## src/rtl/tmfp_pkg.sv

```systemverilog
// text message frame parser package: phase, event and cause codes, number helpers
// no dependencies
package tmfp_pkg;

    localparam int MARKER_MAX_BYTES = 8;
    localparam int BODY_LEN_BITS    = 16;
    localparam int CFG_ADDR_W       = 6;
    localparam int CFG_DATA_W       = 64;

    localparam logic [2:0] REG_VERSION  = 3'd0;
    localparam logic [2:0] REG_HEAD     = 3'd1;
    localparam logic [2:0] REG_HEAD_LEN = 3'd2;
    localparam logic [2:0] REG_TAIL     = 3'd3;
    localparam logic [2:0] REG_TAIL_LEN = 3'd4;

    localparam logic [7:0] CH_SPACE = 8'h20;
    localparam logic [7:0] CH_CR    = 8'h0d;
    localparam logic [7:0] CH_LF    = 8'h0a;
    localparam logic [7:0] CH_QUOTE = 8'h22;
    localparam logic [7:0] CH_COLON = 8'h3a;
    localparam logic [7:0] CH_PLUS  = 8'h2b;
    localparam logic [7:0] CH_MINUS = 8'h2d;

    localparam logic [32:0] NUM_SAT      = 33'h1_0000_0000;
    localparam logic [32:0] LIM16_POS    = 33'd32767;
    localparam logic [32:0] LIM16_NEG    = 33'd32768;
    localparam logic [32:0] LIM32_POS    = 33'h0_7fff_ffff;
    localparam logic [32:0] LIM32_NEG    = 33'h0_8000_0000;
    localparam logic [32:0] BODY_MAX     = 33'((64'd1 << BODY_LEN_BITS) - 64'd1);

    typedef enum logic [4:0] {
        PH_HEAD, PH_VER, PH_TYPE, PH_TID, PH_HLF, PH_OPT, PH_KEY, PH_COLON,
        PH_VQ, PH_VAL, PH_OCR, PH_OLF, PH_HASH, PH_HASHLF, PH_BCR1, PH_BLF1,
        PH_BODY, PH_BCR2, PH_BLF2, PH_TAIL, PH_DONE
    } t_phase;

    typedef enum logic [2:0] {
        EV_HEADER = 3'd0, EV_KEY = 3'd1, EV_VALUE = 3'd2, EV_OPTEND = 3'd3,
        EV_BODY = 3'd4, EV_OK = 3'd5, EV_ERROR = 3'd6, EV_NONE = 3'd7
    } t_event;

    typedef enum logic [2:0] {
        CA_NONE = 3'd0, CA_MAGIC = 3'd1, CA_NUMBER = 3'd2, CA_VERSION = 3'd3,
        CA_SYNTAX = 3'd4, CA_CHECKSUM = 3'd5, CA_SIZE = 3'd6, CA_TRUNC = 3'd7
    } t_cause;

    typedef struct packed {
        logic [32:0] acc;
        logic        dig;
        logic        neg;
        logic        stop;
        logic        sgn;
    } t_num;

    function automatic t_num num_feed(input t_num n, input logic [7:0] b);
        t_num        r;
        logic [36:0] prod;
        r = n;
        prod = ({4'd0, n.acc} << 3) + ({4'd0, n.acc} << 1) + {33'd0, b[3:0]};
        if (!n.stop) begin
            if (b >= 8'h30 && b <= 8'h39) begin
                r.acc = (prod > {4'd0, NUM_SAT}) ? NUM_SAT : prod[32:0];
                r.dig = 1'b1;
            end else if (!(n.dig || n.sgn) && (b == CH_SPACE || (b >= 8'd9 && b <= 8'd13))) begin
                r = n;
            end else if (!(n.dig || n.sgn) && (b == CH_PLUS || b == CH_MINUS)) begin
                r.sgn = 1'b1;
                r.neg = (b == CH_MINUS);
            end else begin
                r.stop = 1'b1;
            end
        end
        return r;
    endfunction

    function automatic logic num_ok(input t_num n, input logic [32:0] lim_pos,
                                    input logic [32:0] lim_neg);
        return n.dig && (n.neg ? (n.acc <= lim_neg) : (n.acc <= lim_pos));
    endfunction

    function automatic logic [31:0] num_val(input t_num n);
        return n.neg ? (32'd0 - n.acc[31:0]) : n.acc[31:0];
    endfunction

    function automatic logic [3:0] marker_len(input logic [3:0] len);
        return (len > 4'(MARKER_MAX_BYTES)) ? 4'(MARKER_MAX_BYTES) : len;
    endfunction

    function automatic logic [7:0] size_char(input logic [1:0] idx);
        logic [7:0] c;
        unique case (idx)
            2'd0: c = 8'h73;
            2'd1: c = 8'h69;
            2'd2: c = 8'h7a;
            default: c = 8'h65;
        endcase
        return c;
    endfunction

endpackage

```

## src/rtl/tmfp_if.sv

```systemverilog
// word channels of the text message frame parser: frame input and event output
// depends on nothing
interface tmfp_in_if;
    logic       valid;
    logic       ready;
    logic [7:0] frame_byte;
    logic       frame_end;
    modport source (output valid, frame_byte, frame_end, input ready);
    modport sink (input valid, frame_byte, frame_end, output ready);
endinterface

interface tmfp_out_if;
    logic        valid;
    logic        ready;
    logic [2:0]  event_kind;
    logic [7:0]  data_byte;
    logic [15:0] message_type;
    logic [31:0] transaction_id;
    logic [2:0]  error_cause;
    modport source (output valid, event_kind, data_byte, message_type, transaction_id,
                    error_cause, input ready);
    modport sink (input valid, event_kind, data_byte, message_type, transaction_id,
                  error_cause, output ready);
endinterface

```

## src/rtl/text_message_frame_parser.sv

```systemverilog
// text message frame parser top level: byte parser, event register, apb registers
// depends on tmfp_pkg and tmfp_if
//
// frame bytes enter on i_in, one word per byte, frame_end set on the last byte
// events leave on o_out: header, key byte, value byte, option end, body byte,
// frame ok, or error with a cause; a byte gives at most one event
// a byte is parsed in the cycle it is accepted and its event is valid on o_out
// the next cycle; throughput is one byte per cycle while o_out is not stalled
// the event register is the only stage; i_in stays ready while o_out is empty
// or being taken, so a stalled receiver holds one event and blocks input
// after an error or frame ok the rest of the frame is dropped until frame_end;
// frame_end before ok or error gives an error with cause truncated
// reset clears the parser to wait for the head magic, empties o_out and loads
// the registers with version 1 and empty markers
// apb registers: version at 0x00, head magic 0x08, head length 0x10,
// tail magic 0x18, tail length 0x20; write only while no frame is in flight
module text_message_frame_parser
    import tmfp_pkg::*;
(
    input  logic                  i_clk,
    input  logic                  i_rst_n,
    tmfp_in_if.sink               i_in,
    tmfp_out_if.source            o_out,
    input  logic                  psel,
    input  logic                  penable,
    input  logic                  pwrite,
    input  logic [CFG_ADDR_W-1:0] paddr,
    input  logic [CFG_DATA_W-1:0] pwdata,
    output logic [CFG_DATA_W-1:0] prdata,
    output logic                  pready
);

    logic [15:0] r_exp_ver;
    logic [63:0] r_head_magic;
    logic [3:0]  r_head_len;
    logic [63:0] r_tail_magic;
    logic [3:0]  r_tail_len;

    t_phase      r_phase, n_phase;
    logic [3:0]  r_mpos, n_mpos;
    t_num        r_num, n_num;
    logic [15:0] r_sum, n_sum;
    logic [2:0]  r_skm, n_skm;
    logic [BODY_LEN_BITS-1:0] r_blen, n_blen;
    logic        r_sfound, n_sfound;
    logic [15:0] r_stype, n_stype;

    logic        r_out_valid;
    t_event      r_kind;
    logic [7:0]  r_data;
    logic [15:0] r_mtype;
    logic [31:0] r_tid;
    t_cause      r_cause;

    t_event      kind;
    t_cause      cause;
    logic [7:0]  data;
    logic [15:0] mtype;
    logic [31:0] tid;

    logic        in_acc;
    logic        cfg_wr;
    logic [7:0]  b;
    logic [3:0]  hlen;
    logic [3:0]  tlen;
    logic [2:0]  reg_idx;
    t_num        num_zero;
    logic [31:0] val;
    logic [BODY_LEN_BITS-1:0] blen_dec;

    assign pready  = 1'b1;
    assign cfg_wr  = psel && penable && pwrite;
    assign reg_idx = paddr[5:3];

    always_ff @(posedge i_clk) begin
        if (!i_rst_n) begin
            r_exp_ver    <= 16'd1;
            r_head_magic <= '0;
            r_head_len   <= '0;
            r_tail_magic <= '0;
            r_tail_len   <= '0;
        end else if (cfg_wr) begin
            unique case (reg_idx)
                REG_VERSION:  r_exp_ver    <= pwdata[15:0];
                REG_HEAD:     r_head_magic <= pwdata;
                REG_HEAD_LEN: r_head_len   <= pwdata[3:0];
                REG_TAIL:     r_tail_magic <= pwdata;
                REG_TAIL_LEN: r_tail_len   <= pwdata[3:0];
                default: ;
            endcase
        end
    end

    always_comb begin
        unique case (reg_idx)
            REG_VERSION:  prdata = {48'd0, r_exp_ver};
            REG_HEAD:     prdata = r_head_magic;
            REG_HEAD_LEN: prdata = {60'd0, r_head_len};
            REG_TAIL:     prdata = r_tail_magic;
            REG_TAIL_LEN: prdata = {60'd0, r_tail_len};
            default:      prdata = '0;
        endcase
    end

    assign i_in.ready = !r_out_valid || o_out.ready;
    assign in_acc     = i_in.valid && i_in.ready;
    assign b          = i_in.frame_byte;
    assign hlen       = marker_len(r_head_len);
    assign tlen       = marker_len(r_tail_len);
    assign num_zero   = '0;
    assign val        = num_val(r_num);
    assign blen_dec   = r_blen - 1'b1;

    always_comb begin
        n_phase  = r_phase;
        n_mpos   = r_mpos;
        n_num    = r_num;
        n_sum    = r_sum;
        n_skm    = r_skm;
        n_blen   = r_blen;
        n_sfound = r_sfound;
        n_stype  = r_stype;
        kind     = EV_NONE;
        cause    = CA_NONE;
        data     = '0;
        mtype    = '0;
        tid      = '0;

        if (r_phase <= PH_OLF && !(r_phase == PH_OPT && b != CH_QUOTE)) begin
            n_sum = r_sum + {{8{b[7]}}, b};
        end

        unique case (r_phase)
            PH_HEAD: begin
                if (r_mpos < hlen) begin
                    if (b != r_head_magic[{r_mpos[2:0], 3'b000} +: 8]) begin
                        kind = EV_ERROR; cause = CA_MAGIC;
                    end else begin
                        n_mpos = r_mpos + 4'd1;
                    end
                end else if (b == CH_SPACE) begin
                    n_phase = PH_VER; n_num = num_zero;
                end else begin
                    kind = EV_ERROR; cause = CA_SYNTAX;
                end
            end
            PH_VER: begin
                if (b != CH_SPACE) begin
                    n_num = num_feed(r_num, b);
                end else if (!num_ok(r_num, LIM16_POS, LIM16_NEG)) begin
                    kind = EV_ERROR; cause = CA_NUMBER;
                end else if (val[15:0] != r_exp_ver) begin
                    kind = EV_ERROR; cause = CA_VERSION;
                end else begin
                    n_phase = PH_TYPE; n_num = num_zero;
                end
            end
            PH_TYPE: begin
                if (b != CH_SPACE) begin
                    n_num = num_feed(r_num, b);
                end else if (!num_ok(r_num, LIM16_POS, LIM16_NEG)) begin
                    kind = EV_ERROR; cause = CA_NUMBER;
                end else begin
                    n_stype = val[15:0]; n_phase = PH_TID; n_num = num_zero;
                end
            end
            PH_TID: begin
                if (b != CH_CR) begin
                    n_num = num_feed(r_num, b);
                end else if (!num_ok(r_num, LIM32_POS, LIM32_NEG)) begin
                    kind = EV_ERROR; cause = CA_NUMBER;
                end else begin
                    n_num.acc = {1'b0, val}; n_phase = PH_HLF;
                end
            end
            PH_HLF: begin
                if (b != CH_LF) begin
                    kind = EV_ERROR; cause = CA_SYNTAX;
                end else begin
                    kind = EV_HEADER; mtype = r_stype; tid = r_num.acc[31:0];
                    n_phase = PH_OPT;
                end
            end
            PH_OPT: begin
                if (b == CH_QUOTE) begin
                    n_phase = PH_KEY; n_skm = '0;
                end else if (b == CH_CR) begin
                    n_phase = PH_HASHLF; n_num = num_zero;
                end else begin
                    n_phase = PH_HASH; n_num = num_feed(num_zero, b);
                end
            end
            PH_KEY: begin
                if (b == CH_QUOTE) begin
                    n_phase = PH_COLON;
                end else begin
                    kind = EV_KEY; data = b;
                    if (r_skm < 3'd4 && b == size_char(r_skm[1:0])) n_skm = r_skm + 3'd1;
                    else n_skm = 3'd7;
                end
            end
            PH_COLON: begin
                if (b == CH_COLON) n_phase = PH_VQ;
                else begin kind = EV_ERROR; cause = CA_SYNTAX; end
            end
            PH_VQ: begin
                if (b == CH_QUOTE) begin n_phase = PH_VAL; n_num = num_zero; end
                else begin kind = EV_ERROR; cause = CA_SYNTAX; end
            end
            PH_VAL: begin
                if (b == CH_QUOTE) begin
                    n_phase = PH_OCR;
                end else begin
                    kind = EV_VALUE; data = b;
                    if (r_skm == 3'd4) n_num = num_feed(r_num, b);
                end
            end
            PH_OCR: begin
                if (b == CH_CR) n_phase = PH_OLF;
                else begin kind = EV_ERROR; cause = CA_SYNTAX; end
            end
            PH_OLF: begin
                if (b != CH_LF) begin
                    kind = EV_ERROR; cause = CA_SYNTAX;
                end else begin
                    kind = EV_OPTEND; n_phase = PH_OPT;
                    if (r_skm == 3'd4) begin
                        if (!num_ok(r_num, LIM32_POS, LIM32_NEG)) begin
                            kind = EV_ERROR; cause = CA_NUMBER;
                        end else if ((r_num.neg && r_num.acc != '0) || r_num.acc > BODY_MAX) begin
                            kind = EV_ERROR; cause = CA_SIZE;
                        end else begin
                            n_blen = r_num.acc[BODY_LEN_BITS-1:0]; n_sfound = 1'b1;
                        end
                    end
                end
            end
            PH_HASH: begin
                if (b == CH_CR) n_phase = PH_HASHLF;
                else n_num = num_feed(r_num, b);
            end
            PH_HASHLF: begin
                if (b != CH_LF) begin
                    kind = EV_ERROR; cause = CA_SYNTAX;
                end else if (!num_ok(r_num, LIM16_POS, LIM16_NEG)) begin
                    kind = EV_ERROR; cause = CA_NUMBER;
                end else if (val[15:0] != r_sum) begin
                    kind = EV_ERROR; cause = CA_CHECKSUM;
                end else begin
                    n_phase = PH_BCR1;
                end
            end
            PH_BCR1: begin
                if (b == CH_CR) n_phase = PH_BLF1;
                else begin kind = EV_ERROR; cause = CA_SYNTAX; end
            end
            PH_BLF1: begin
                if (b != CH_LF) begin
                    kind = EV_ERROR; cause = CA_SYNTAX;
                end else if (!r_sfound) begin
                    kind = EV_ERROR; cause = CA_SIZE;
                end else begin
                    n_phase = (r_blen != '0) ? PH_BODY : PH_BCR2;
                end
            end
            PH_BODY: begin
                kind = EV_BODY; data = b; n_blen = blen_dec;
                if (blen_dec == '0) n_phase = PH_BCR2;
            end
            PH_BCR2: begin
                if (b == CH_CR) n_phase = PH_BLF2;
                else begin kind = EV_ERROR; cause = CA_SYNTAX; end
            end
            PH_BLF2: begin
                if (b != CH_LF) begin
                    kind = EV_ERROR; cause = CA_SYNTAX;
                end else if (tlen == '0) begin
                    kind = EV_OK; n_phase = PH_DONE;
                end else begin
                    n_phase = PH_TAIL; n_mpos = '0;
                end
            end
            PH_TAIL: begin
                if (b != r_tail_magic[{r_mpos[2:0], 3'b000} +: 8]) begin
                    kind = EV_ERROR; cause = CA_MAGIC;
                end else begin
                    n_mpos = r_mpos + 4'd1;
                    if (r_mpos + 4'd1 >= tlen) begin kind = EV_OK; n_phase = PH_DONE; end
                end
            end
            default: n_phase = PH_DONE;
        endcase

        if (kind == EV_ERROR) n_phase = PH_DONE;

        if (i_in.frame_end) begin
            if (n_phase != PH_DONE) begin
                kind = EV_ERROR; cause = CA_TRUNC;
                data = '0; mtype = '0; tid = '0;
            end
            n_phase  = PH_HEAD;
            n_mpos   = '0;
            n_num    = num_zero;
            n_sum    = '0;
            n_skm    = '0;
            n_blen   = '0;
            n_sfound = 1'b0;
            n_stype  = '0;
        end
    end

    always_ff @(posedge i_clk) begin
        if (!i_rst_n) begin
            r_phase  <= PH_HEAD;
            r_mpos   <= '0;
            r_num    <= '0;
            r_sum    <= '0;
            r_skm    <= '0;
            r_blen   <= '0;
            r_sfound <= 1'b0;
            r_stype  <= '0;
        end else if (in_acc) begin
            r_phase  <= n_phase;
            r_mpos   <= n_mpos;
            r_num    <= n_num;
            r_sum    <= n_sum;
            r_skm    <= n_skm;
            r_blen   <= n_blen;
            r_sfound <= n_sfound;
            r_stype  <= n_stype;
        end
    end

    always_ff @(posedge i_clk) begin
        if (!i_rst_n) begin
            r_out_valid <= 1'b0;
        end else if (in_acc && kind != EV_NONE) begin
            r_out_valid <= 1'b1;
        end else if (o_out.ready) begin
            r_out_valid <= 1'b0;
        end
    end

    always_ff @(posedge i_clk) begin
        if (in_acc && kind != EV_NONE) begin
            r_kind  <= kind;
            r_data  <= data;
            r_mtype <= mtype;
            r_tid   <= tid;
            r_cause <= cause;
        end
    end

    assign o_out.valid          = r_out_valid;
    assign o_out.event_kind     = r_kind;
    assign o_out.data_byte      = r_data;
    assign o_out.message_type   = r_mtype;
    assign o_out.transaction_id = r_tid;
    assign o_out.error_cause    = r_cause;

    a_empty_after_reset: assert property (@(posedge i_clk) !i_rst_n |=> !r_out_valid)
        else $error("event pending after reset");
    a_ready_when_empty: assert property (@(posedge i_clk) disable iff (!i_rst_n)
        !r_out_valid |-> i_in.ready)
        else $error("input blocked with empty output");
    a_frame_end_clears: assert property (@(posedge i_clk) disable iff (!i_rst_n)
        in_acc && i_in.frame_end |=> r_phase == PH_HEAD && r_sum == '0)
        else $error("frame state kept past frame end");
    a_error_has_cause: assert property (@(posedge i_clk) disable iff (!i_rst_n)
        r_out_valid && r_kind == EV_ERROR |-> r_cause != CA_NONE)
        else $error("error event without cause");
    a_cause_only_error: assert property (@(posedge i_clk) disable iff (!i_rst_n)
        r_out_valid && r_kind != EV_ERROR |-> r_cause == CA_NONE)
        else $error("cause on non-error event");

endmodule

```

## src/flat_wrapper.sv

```systemverilog
// flat-port wrapper written by rule: the top's interface ports become plain ports
module text_message_frame_parser_flat import tmfp_pkg::*;
  (i_clk, i_rst_n, psel, penable, pwrite, paddr, pwdata, prdata, pready, i_in_valid, i_in_frame_byte, i_in_frame_end, i_in_ready, o_out_valid, o_out_event_kind, o_out_data_byte, o_out_message_type, o_out_transaction_id, o_out_error_cause, o_out_ready);
  tmfp_in_if i_in_i ();
  tmfp_out_if o_out_i ();
  input  logic i_clk;
  input  logic i_rst_n;
  input  logic psel;
  input  logic penable;
  input  logic pwrite;
  input  logic [CFG_ADDR_W-1:0] paddr;
  input  logic [CFG_DATA_W-1:0] pwdata;
  output logic [CFG_DATA_W-1:0] prdata;
  output logic pready;
  input wire logic [$bits(i_in_i.valid)-1:0] i_in_valid;
  input wire logic [$bits(i_in_i.frame_byte)-1:0] i_in_frame_byte;
  input wire logic [$bits(i_in_i.frame_end)-1:0] i_in_frame_end;
  output wire logic [$bits(i_in_i.ready)-1:0] i_in_ready;
  output wire logic [$bits(o_out_i.valid)-1:0] o_out_valid;
  output wire logic [$bits(o_out_i.event_kind)-1:0] o_out_event_kind;
  output wire logic [$bits(o_out_i.data_byte)-1:0] o_out_data_byte;
  output wire logic [$bits(o_out_i.message_type)-1:0] o_out_message_type;
  output wire logic [$bits(o_out_i.transaction_id)-1:0] o_out_transaction_id;
  output wire logic [$bits(o_out_i.error_cause)-1:0] o_out_error_cause;
  input wire logic [$bits(o_out_i.ready)-1:0] o_out_ready;
  assign i_in_i.valid = i_in_valid;
  assign i_in_i.frame_byte = i_in_frame_byte;
  assign i_in_i.frame_end = i_in_frame_end;
  assign i_in_ready = i_in_i.ready;
  assign o_out_valid = o_out_i.valid;
  assign o_out_event_kind = o_out_i.event_kind;
  assign o_out_data_byte = o_out_i.data_byte;
  assign o_out_message_type = o_out_i.message_type;
  assign o_out_transaction_id = o_out_i.transaction_id;
  assign o_out_error_cause = o_out_i.error_cause;
  assign o_out_i.ready = o_out_ready;
  text_message_frame_parser u_core (.i_clk(i_clk), .i_rst_n(i_rst_n), .i_in(i_in_i), .o_out(o_out_i), .psel(psel), .penable(penable), .pwrite(pwrite), .paddr(paddr), .pwdata(pwdata), .prdata(prdata), .pready(pready));
endmodule
```

## config.mk

```make
export PLATFORM = sky130hd
export DESIGN_NAME = text_message_frame_parser_flat
export DESIGN_NICKNAME = d
export VERILOG_FILES = /design/src/rtl/tmfp_pkg.sv /design/src/rtl/tmfp_if.sv /design/src/rtl/text_message_frame_parser.sv /design/src/flat_wrapper.sv
export SDC_FILE = /design/constraint.sdc
export NUM_CORES = 1
export LEC_CHECK = 0
export BUFFER_PORTS_ARGS = -buffer_cell sky130_fd_sc_hd__buf_2
export CAP_MARGIN = 20
export CORE_UTILIZATION = 45
export CTS_BUF_LIST = sky130_fd_sc_hd__clkbuf_16
export DETAILED_ROUTE_END_ITERATION = 16
export GPL_TIMING_DRIVEN = 0
export PLACE_DENSITY = 0.7
export SYNTH_ARGS = -nofsm -noshare
export SYNTH_HDL_FRONTEND = slang
export SYNTH_SLANG_ARGS = --single-unit
```

## constraint.sdc

```tcl
create_clock -name i_clk -period 8.4 [get_ports i_clk]
set_clock_uncertainty 0.05 [all_clocks]
set_input_delay 0.84 -clock i_clk [delete_from_list [all_inputs] [get_ports i_clk]]
set_output_delay 0.84 -clock i_clk [all_outputs]
set_load 0.01 [all_outputs]
```

# Word-level counts from Yosys, hierarchy flattened
# Cells that the tools add are included.
dict set report totals {
  input_bits 86
  ff_bits 313
}
dict set report classes {
  n_addsub 7
  shifts 2
  order_cmp 17
  eq_ne 71
  mux 179
  reduce_logical 58
}
# op count
set ops {}
lappend ops {{$mux W37} 15}
lappend ops {{$pmux W64 S5} 1}
lappend ops {{$pmux W37 S8} 1}
lappend ops {{$mux W16} 15}
lappend ops {{$mux W32} 5}
lappend ops {{$mux W5} 30}
lappend ops {{$mux W3} 49}
lappend ops {{$mux W33} 4}
lappend ops {{$shiftx A64 B7 Y8} 2}
lappend ops {{$pmux W5 S19} 1}
lappend ops {{$mux W34} 2}
lappend ops {{$pmux W3 S16} 1}
lappend ops {{$eq A5 B4 Y1 const B} 8}
lappend ops {{$eq A8 B6 Y1 const B} 5}
lappend ops {{$mux W8} 5}
lappend ops {{$ne A3 B3 Y1 const B} 13}
lappend ops {{$add A36 B34 Y37} 1}
lappend ops {{$add A37 B4 Y37} 1}
lappend ops {{$gt A37 B33 Y1 const B} 1}
lappend ops {{$mux W4} 9}
lappend ops {{$pmux W3 S12} 1}
lappend ops {{$gt A33 B16 Y1 const B} 1}
lappend ops {{$gt A4 B33 Y1 const B} 1}
lappend ops {{$le A33 B15 Y1 const B} 1}
lappend ops {{66 further kinds} 161}

# Logic depth before layout (Yosys ltp)
dict set report logic_depth {
  ltp_word 16
  mapped_depth 16
  depth_no_buf 14
}

# Worst setup path before layout
# Ideal clock, no wire load.
dict set report synth_timing {
  path_type {input to register}
  from {input i_in_frame_byte[4]}
  to {register u_core.r_data[0], in the netlist u_core.o_out.data_byte[0] (enable)}
  t_required_ns 7.848
  arrival_time_ns 5.997
  stages 11
  setup_ns 0.502
  slack_ns 1.851
  path_buffers 3
  path_cell_list {buf_2 > or4_1 > buf_2 > or2_2 > clkbuf_1 > o21a_1 > a21oi_1 > o21ai_0 > or3_1 > o21a_1 > a21oi_1}
}
dict set report synth_via {
  elab_chain_len 11
  word_cells_on_any_way 55
  classes_between {12 x eq/ne; 42 x mux; 1 x reduce/logical}
}
# element line_no
set synth_rtl {}
lappend synth_rtl {{from (decl)} flat_wrapper.sv:16} ;# input wire logic [$bits(i_in_i.frame_byte)-1:0] i_in_frame_byte;
lappend synth_rtl {{$eq A8 B6 Y1 or $ne A8 B8 Y1 (tied branches)} {text_message_frame_parser.sv:141, text_message_frame_parser.sv:136}}
lappend synth_rtl {{$mux W1 (on tied branches)} {text_message_frame_parser.sv:141, text_message_frame_parser.sv:136}}
lappend synth_rtl {{$mux W3} text_message_frame_parser.sv:135} ;# if (r_mpos < hlen) begin
lappend synth_rtl {{$pmux W3 S16} text_message_frame_parser.sv:133} ;# unique case (r_phase)
lappend synth_rtl {{$eq A3 B3 Y1} text_message_frame_parser.sv:294} ;# if (kind == EV_ERROR) n_phase = PH_DONE;
lappend synth_rtl {{$mux W5} text_message_frame_parser.sv:294}
lappend synth_rtl {{$ne A5 B5 Y1} text_message_frame_parser.sv:297} ;# if (n_phase != PH_DONE) begin
lappend synth_rtl {{$mux W3} text_message_frame_parser.sv:297}
lappend synth_rtl {{$mux W3 (*)} text_message_frame_parser.sv:296} ;# if (i_in.frame_end) begin
lappend synth_rtl {{$ne A3 B3 Y1 (*)} text_message_frame_parser.sv:345} ;# if (in_acc && kind != EV_NONE) begin
lappend synth_rtl {{$logic_and A1 B1 Y1 (*)} text_message_frame_parser.sv:345}
lappend synth_rtl {{to (signal assigned)} text_message_frame_parser.sv:347} ;# r_data <= data;
lappend synth_rtl {{to (decl)} text_message_frame_parser.sv:50} ;# logic [7:0] r_data;
# Every way passes the cells marked *; elsewhere a longest branch is shown, timed or not.
# A chain may end at the register's enable or synchronous reset.

# Worst setup path after layout
dict set report layout_timing {
  from {register u_core.r_num[4] (netlist name)}
  to {register u_core.r_tid[28], in the netlist u_core.o_out.transaction_id[28], data pin}
}
dict set report layout_via {
  elab_chain_len 13
  word_cells_on_any_way 47
  classes_between {1 x add/sub; 5 x order compare; 4 x eq/ne; 32 x mux; 5 x reduce/logical}
}
# element line_no
set layout_rtl {}
lappend layout_rtl {{from (decl)} text_message_frame_parser.sv:41} ;# t_num r_num, n_num;
lappend layout_rtl {{from (signal assigned)} text_message_frame_parser.sv:325} ;# r_num <= n_num;
lappend layout_rtl {{branches (longest 9 deep; another with $sub A1 B32 Y32)} n/a}
lappend layout_rtl {{$mux W5 (*)} text_message_frame_parser.sv:294}
lappend layout_rtl {{$ne A5 B5 Y1 (*)} text_message_frame_parser.sv:297}
lappend layout_rtl {{$mux W32 (*)} text_message_frame_parser.sv:297}
lappend layout_rtl {{$mux W32 (*)} text_message_frame_parser.sv:296}
lappend layout_rtl {{net u_core.tid[28]} text_message_frame_parser.sv:59} ;# logic [31:0] tid;
lappend layout_rtl {{to (signal assigned)} text_message_frame_parser.sv:349} ;# r_tid <= tid;
lappend layout_rtl {{to (decl)} text_message_frame_parser.sv:52} ;# logic [31:0] r_tid;
# Mark *: on every way through the listed nets, which the timed path passes. The select of a mux whose other input is x is not followed.

==> results.sh <==
export IMPL_status="completed"
export IMPL_finalWirelength_um=85170
export IMPL_syn_to_final_growth_pct=14.01
export IMPL_worstPathCellList="clkbuf_1 > inv_1 > ha_1 > nor3b_1 > and4_1 > o221ai_1 > xor2_1 > nor4_4 > a211oi_1 > o211ai_1 > o2111ai_1 > and3_1 > buf_2 > buf_2 > and2_1"
export IMPL_grt_use_met3=0.05844
export IMPL_final_setup_tns_ps=0
export IMPL_tightest_slew_ps=1113
export IMPL_core_rowCount=80
export IMPL_synth_xor_area_share=0.05684
export IMPL_busiest_layer="met2"
export IMPL_critPathTopFamily="compound AO/OA/AOI/OAI gates"
export IMPL_grt_usage=0.3366
export IMPL_clock_sinks=313
export IMPL_cts_buffers_inserted=36
export IMPL_place_ws_ps=2486
export IMPL_die_area_um2=49120
export IMPL_critPathMaxFanout=10
export IMPL_num_vias=22660
export IMPL_path_class="reg -> reg"
export IMPL_synth_fa_ha_area_frac=0.05810
export IMPL_fin_area_um2=24750
export IMPL_fin_cells=3599
export IMPL_clkTransAtPathRegs_ps=60
export IMPL_syn_avg_cell_area_um2=8.010
export IMPL_wl_per_cell_um=23.67
export IMPL_pin_count=215
export IMPL_rsz0062_at_grt="no"
export IMPL_coreArea_um2=47650
export IMPL_crit_path_max_incr_delay_ps=860
export IMPL_max_slew_margin_rel=0.2484
export IMPL_finish_utilization=0.5194
export IMPL_synth_edf_count=62
export IMPL_yosys_area_share_simple=0.2458
export IMPL_grt_pass1_wl_um=128200
export IMPL_min_period_over_period=0.7137
export IMPL_switchingPower_uw=943.6
export IMPL_hold_viol_final=0
export IMPL_yosysSeqAreaShare=0.3173
export IMPL_power_leakage_nw=9.497
export IMPL_antennaDiodeCount=0
export IMPL_synth_top_family_by_area="simple AND/OR/NAND/NOR gates"
export IMPL_vias_per_cell=6.295
export IMPL_synth_top_area_share=0.2315
export IMPL_hold_ws_ps=423.3
export IMPL_overflow=0
export IMPL_cts_max_level=2
export IMPL_global_route_usage_met2=0.5425
export IMPL_postCtsHoldBufs=0
export IMPL_die_height_um=221.6
export IMPL_antenna_found_initial=2
export IMPL_grt_util_met1=0.4278
export IMPL_synth_mux_area_fraction=0.07909
export IMPL_cts_root_buf="clkbuf_16"
export IMPL_gp_congestion=1.035
export IMPL_endpoint_kind="register"
export IMPL_seq_power_share=0.444
export IMPL_power_density_nw_per_um2=143.5
export IMPL_critPathSlowestCell="o221ai_1"
export IMPL_synthCells=2710
export IMPL_detail_route_antenna_nets=0
export IMPL_setup_slack_ps=2405
export IMPL_cap_violations=0
export IMPL_worst_path_buf_inv=4
export IMPL_slew_violations=0
export IMPL_p_int_mw=2.607
export IMPL_ys_top_cells_by_area="dfxtp_1, edfxtp_1, nand2_1"
export IMPL_cts_tree="yes"
export IMPL_fin_crit_ps=5995
export IMPL_post_cts_buffers=0
export IMPL_combPwrFrac=0.105
export IMPL_required_ps=8660
export IMPL_clk_latency_ps=570
export IMPL_p_total_mw=3.551
export IMPL_irDropWorstVdd_mv=0.1330
export IMPL_synthFlopType="dfxtp_1"
export IMPL_syn_nets=2895
export IMPL_nets=3142
export IMPL_dieWidth_um=221.6
export IMPL_yosysWarnings=0
export IMPL_cts_resized=0
export IMPL_grt_pass1_vias=21640
export IMPL_ys_types=104
export IMPL_drive_above_1_share=0.1270
export IMPL_dpl_hpwl_um=65450
export IMPL_grt_max_degree=34
export IMPL_synth_seq_cells=313
export IMPL_clk_path_buf_depth=3
export IMPL_swShare=0.2657
export IMPL_async_flop_share=0
export IMPL_drtIter0Drc=2559
export IMPL_crit_arrival_ps=6260
export IMPL_dr_pass1_iters=6
export IMPL_worstSetupStartpointType="register"
export IMPL_drc_errors=0
export IMPL_dpl_cell_area_um2=23570
export IMPL_hold_path_class="reg -> reg"
export IMPL_synth_area_um2=21710
export IMPL_start_util=0.4556
export IMPL_cp_common_cell="buf_2"
export IMPL_dp_cells=3534
export IMPL_setup_violations=0
export IMPL_synth_top_area_cell="dfxtp_1"
export IMPL_synth_compound_area_frac=0.1975
export IMPL_clock_fmax_mhz=166.8
export IMPL_io_buffers=207
export IMPL_clock_power_share=0.452
## worst paths after layout
| path | depth (start not counted) | to | slack, ps | startpoint |
|---|---|---|---|---|
| max | 15 | u_core.o_out.transaction_id[28]$_DFFE_PP_ | 2410 | u_core.r_num[4]$_SDFFE_PN0P_ |
| max reg2reg | 15 | u_core.o_out.transaction_id[28]$_DFFE_PP_ | 2410 | u_core.r_num[4]$_SDFFE_PN0P_ |
| min | 2 | u_core.r_num[0]$_SDFFE_PN0P_ | 420 | u_core.r_num[0]$_SDFFE_PN0P_ |
| min reg2reg | 2 | u_core.r_num[0]$_SDFFE_PN0P_ | 420 | u_core.r_num[0]$_SDFFE_PN0P_ |
## worst min-delay path, cell delays in order, from the launching register on
cell and delay, ps:
dfxtp_1 320, nand2_1 60, a21oi_1 50
## logic make-up after synthesis
kind of cell | count (synthesis)
and+or+nand+nor | 1110
adders and majority gates | 99
other | 1
buffers and inverters | 243
muxes | 130
DFF | 313
AOI/OAI and AO/OA | 686
xor gates and xnor gates | 128
## placed cells by master (no fill, tap or decap), drive strengths merged, types with 9 or more instances in the layout
cell type	count
a2111oi	9
a211oi	15
a21o	24
a21oi	300
a22oi	29
a31oi	33
a32oi	10
and2	65
and3	21
buf	257
clkbuf	194
clkinv	13
dfxtp	251
edfxtp	62
ha	96
inv	50
mux2i	95
mux4	33
nand2	438
nand2b	24
nand3	47
nand3b	12
nand4	36
nor2	266
nor2b	14
nor3	56
nor3b	10
nor4	29
o2111ai	9
o211ai	15
o21a	17
o21ai	110
o22ai	21
o31ai	11
o41ai	9
or2	18
or3	34
xnor2	73
xor2	48
## power by group through the flow
stage                     sequential (mW)  combinational (mW)  clock, mW
final                                1.58               0.371       1.60
after global routing                 1.58               0.396       1.67
after CTS                            1.58               0.364       1.61
after detailed placement             1.61               0.362          0
after global placement               1.61               0.351          0
after floorplan                      1.61               0.214          0
## cell usage after synthesis (8+ instances only)
library cell,instances
nand4_1,34
or3_1,34
buf_2,21
and3_1,21
a21oi_1,297
nand2b_1,24
nor3_1,55
o2111ai_1,9
o21ai_0,101
nand3b_1,11
a32oi_1,9
and2_1,65
nand3_1,47
or2_2,15
nor4_1,19
a31oi_1,33
o21ai_1,8
nor2b_1,14
mux2i_1,95
ha_1,96
a21o_1,24
o41ai_1,8
o22ai_1,20
inv_1,40
dfxtp_1,251
buf_1,20
nand2_1,437
o211ai_1,15
or4_1,8
xnor2_1,71
a22oi_1,29
a211oi_1,13
edfxtp_1,62
xor2_1,48
a2111oi_0,9
o31ai_1,11
o21bai_1,8
clkbuf_1,154
o21a_1,17
mux4_2,33
nor2_1,264
nor3b_1,10
## final cells by class
class | instances | area (um^2)
plain buffers | 203 | 830.8
clock buffers | 39 | 975.9
clock inverters | 26 | 200.2
fillers | 4542 | 22900
inverters | 40 | 150.1
multi-input cells | 2154 | 13850
flip-flops and latches | 313 | 6887
well taps | 615 | 769.5
repair buffers | 209 | 1084
## state kept, by name, summed over array words and instances (netlist names)
signal / flops
u_core.o_out.data_byte: 8
u_core.o_out.error_cause: 3
u_core.o_out.event_kind: 3
u_core.o_out.message_type: 16
u_core.o_out.transaction_id: 32
u_core.o_out.valid: 1
u_core.r_blen: 16
u_core.r_exp_ver: 16
u_core.r_head_len: 4
u_core.r_head_magic: 64
u_core.r_mpos: 4
u_core.r_num: 37
u_core.r_phase: 5
u_core.r_sfound: 1
u_core.r_skm: 3
u_core.r_stype: 16
u_core.r_sum: 16
u_core.r_tail_len: 4
u_core.r_tail_magic: 64
## per-layer routing
metal  vias up  share of wire
li1      10240              -
met1     10710           0.39
met2      1385           0.45
met3       317          0.098
met4         2          0.060
met5         -        0.00015
No activity file was read; power rests on OpenSTA's default activity.
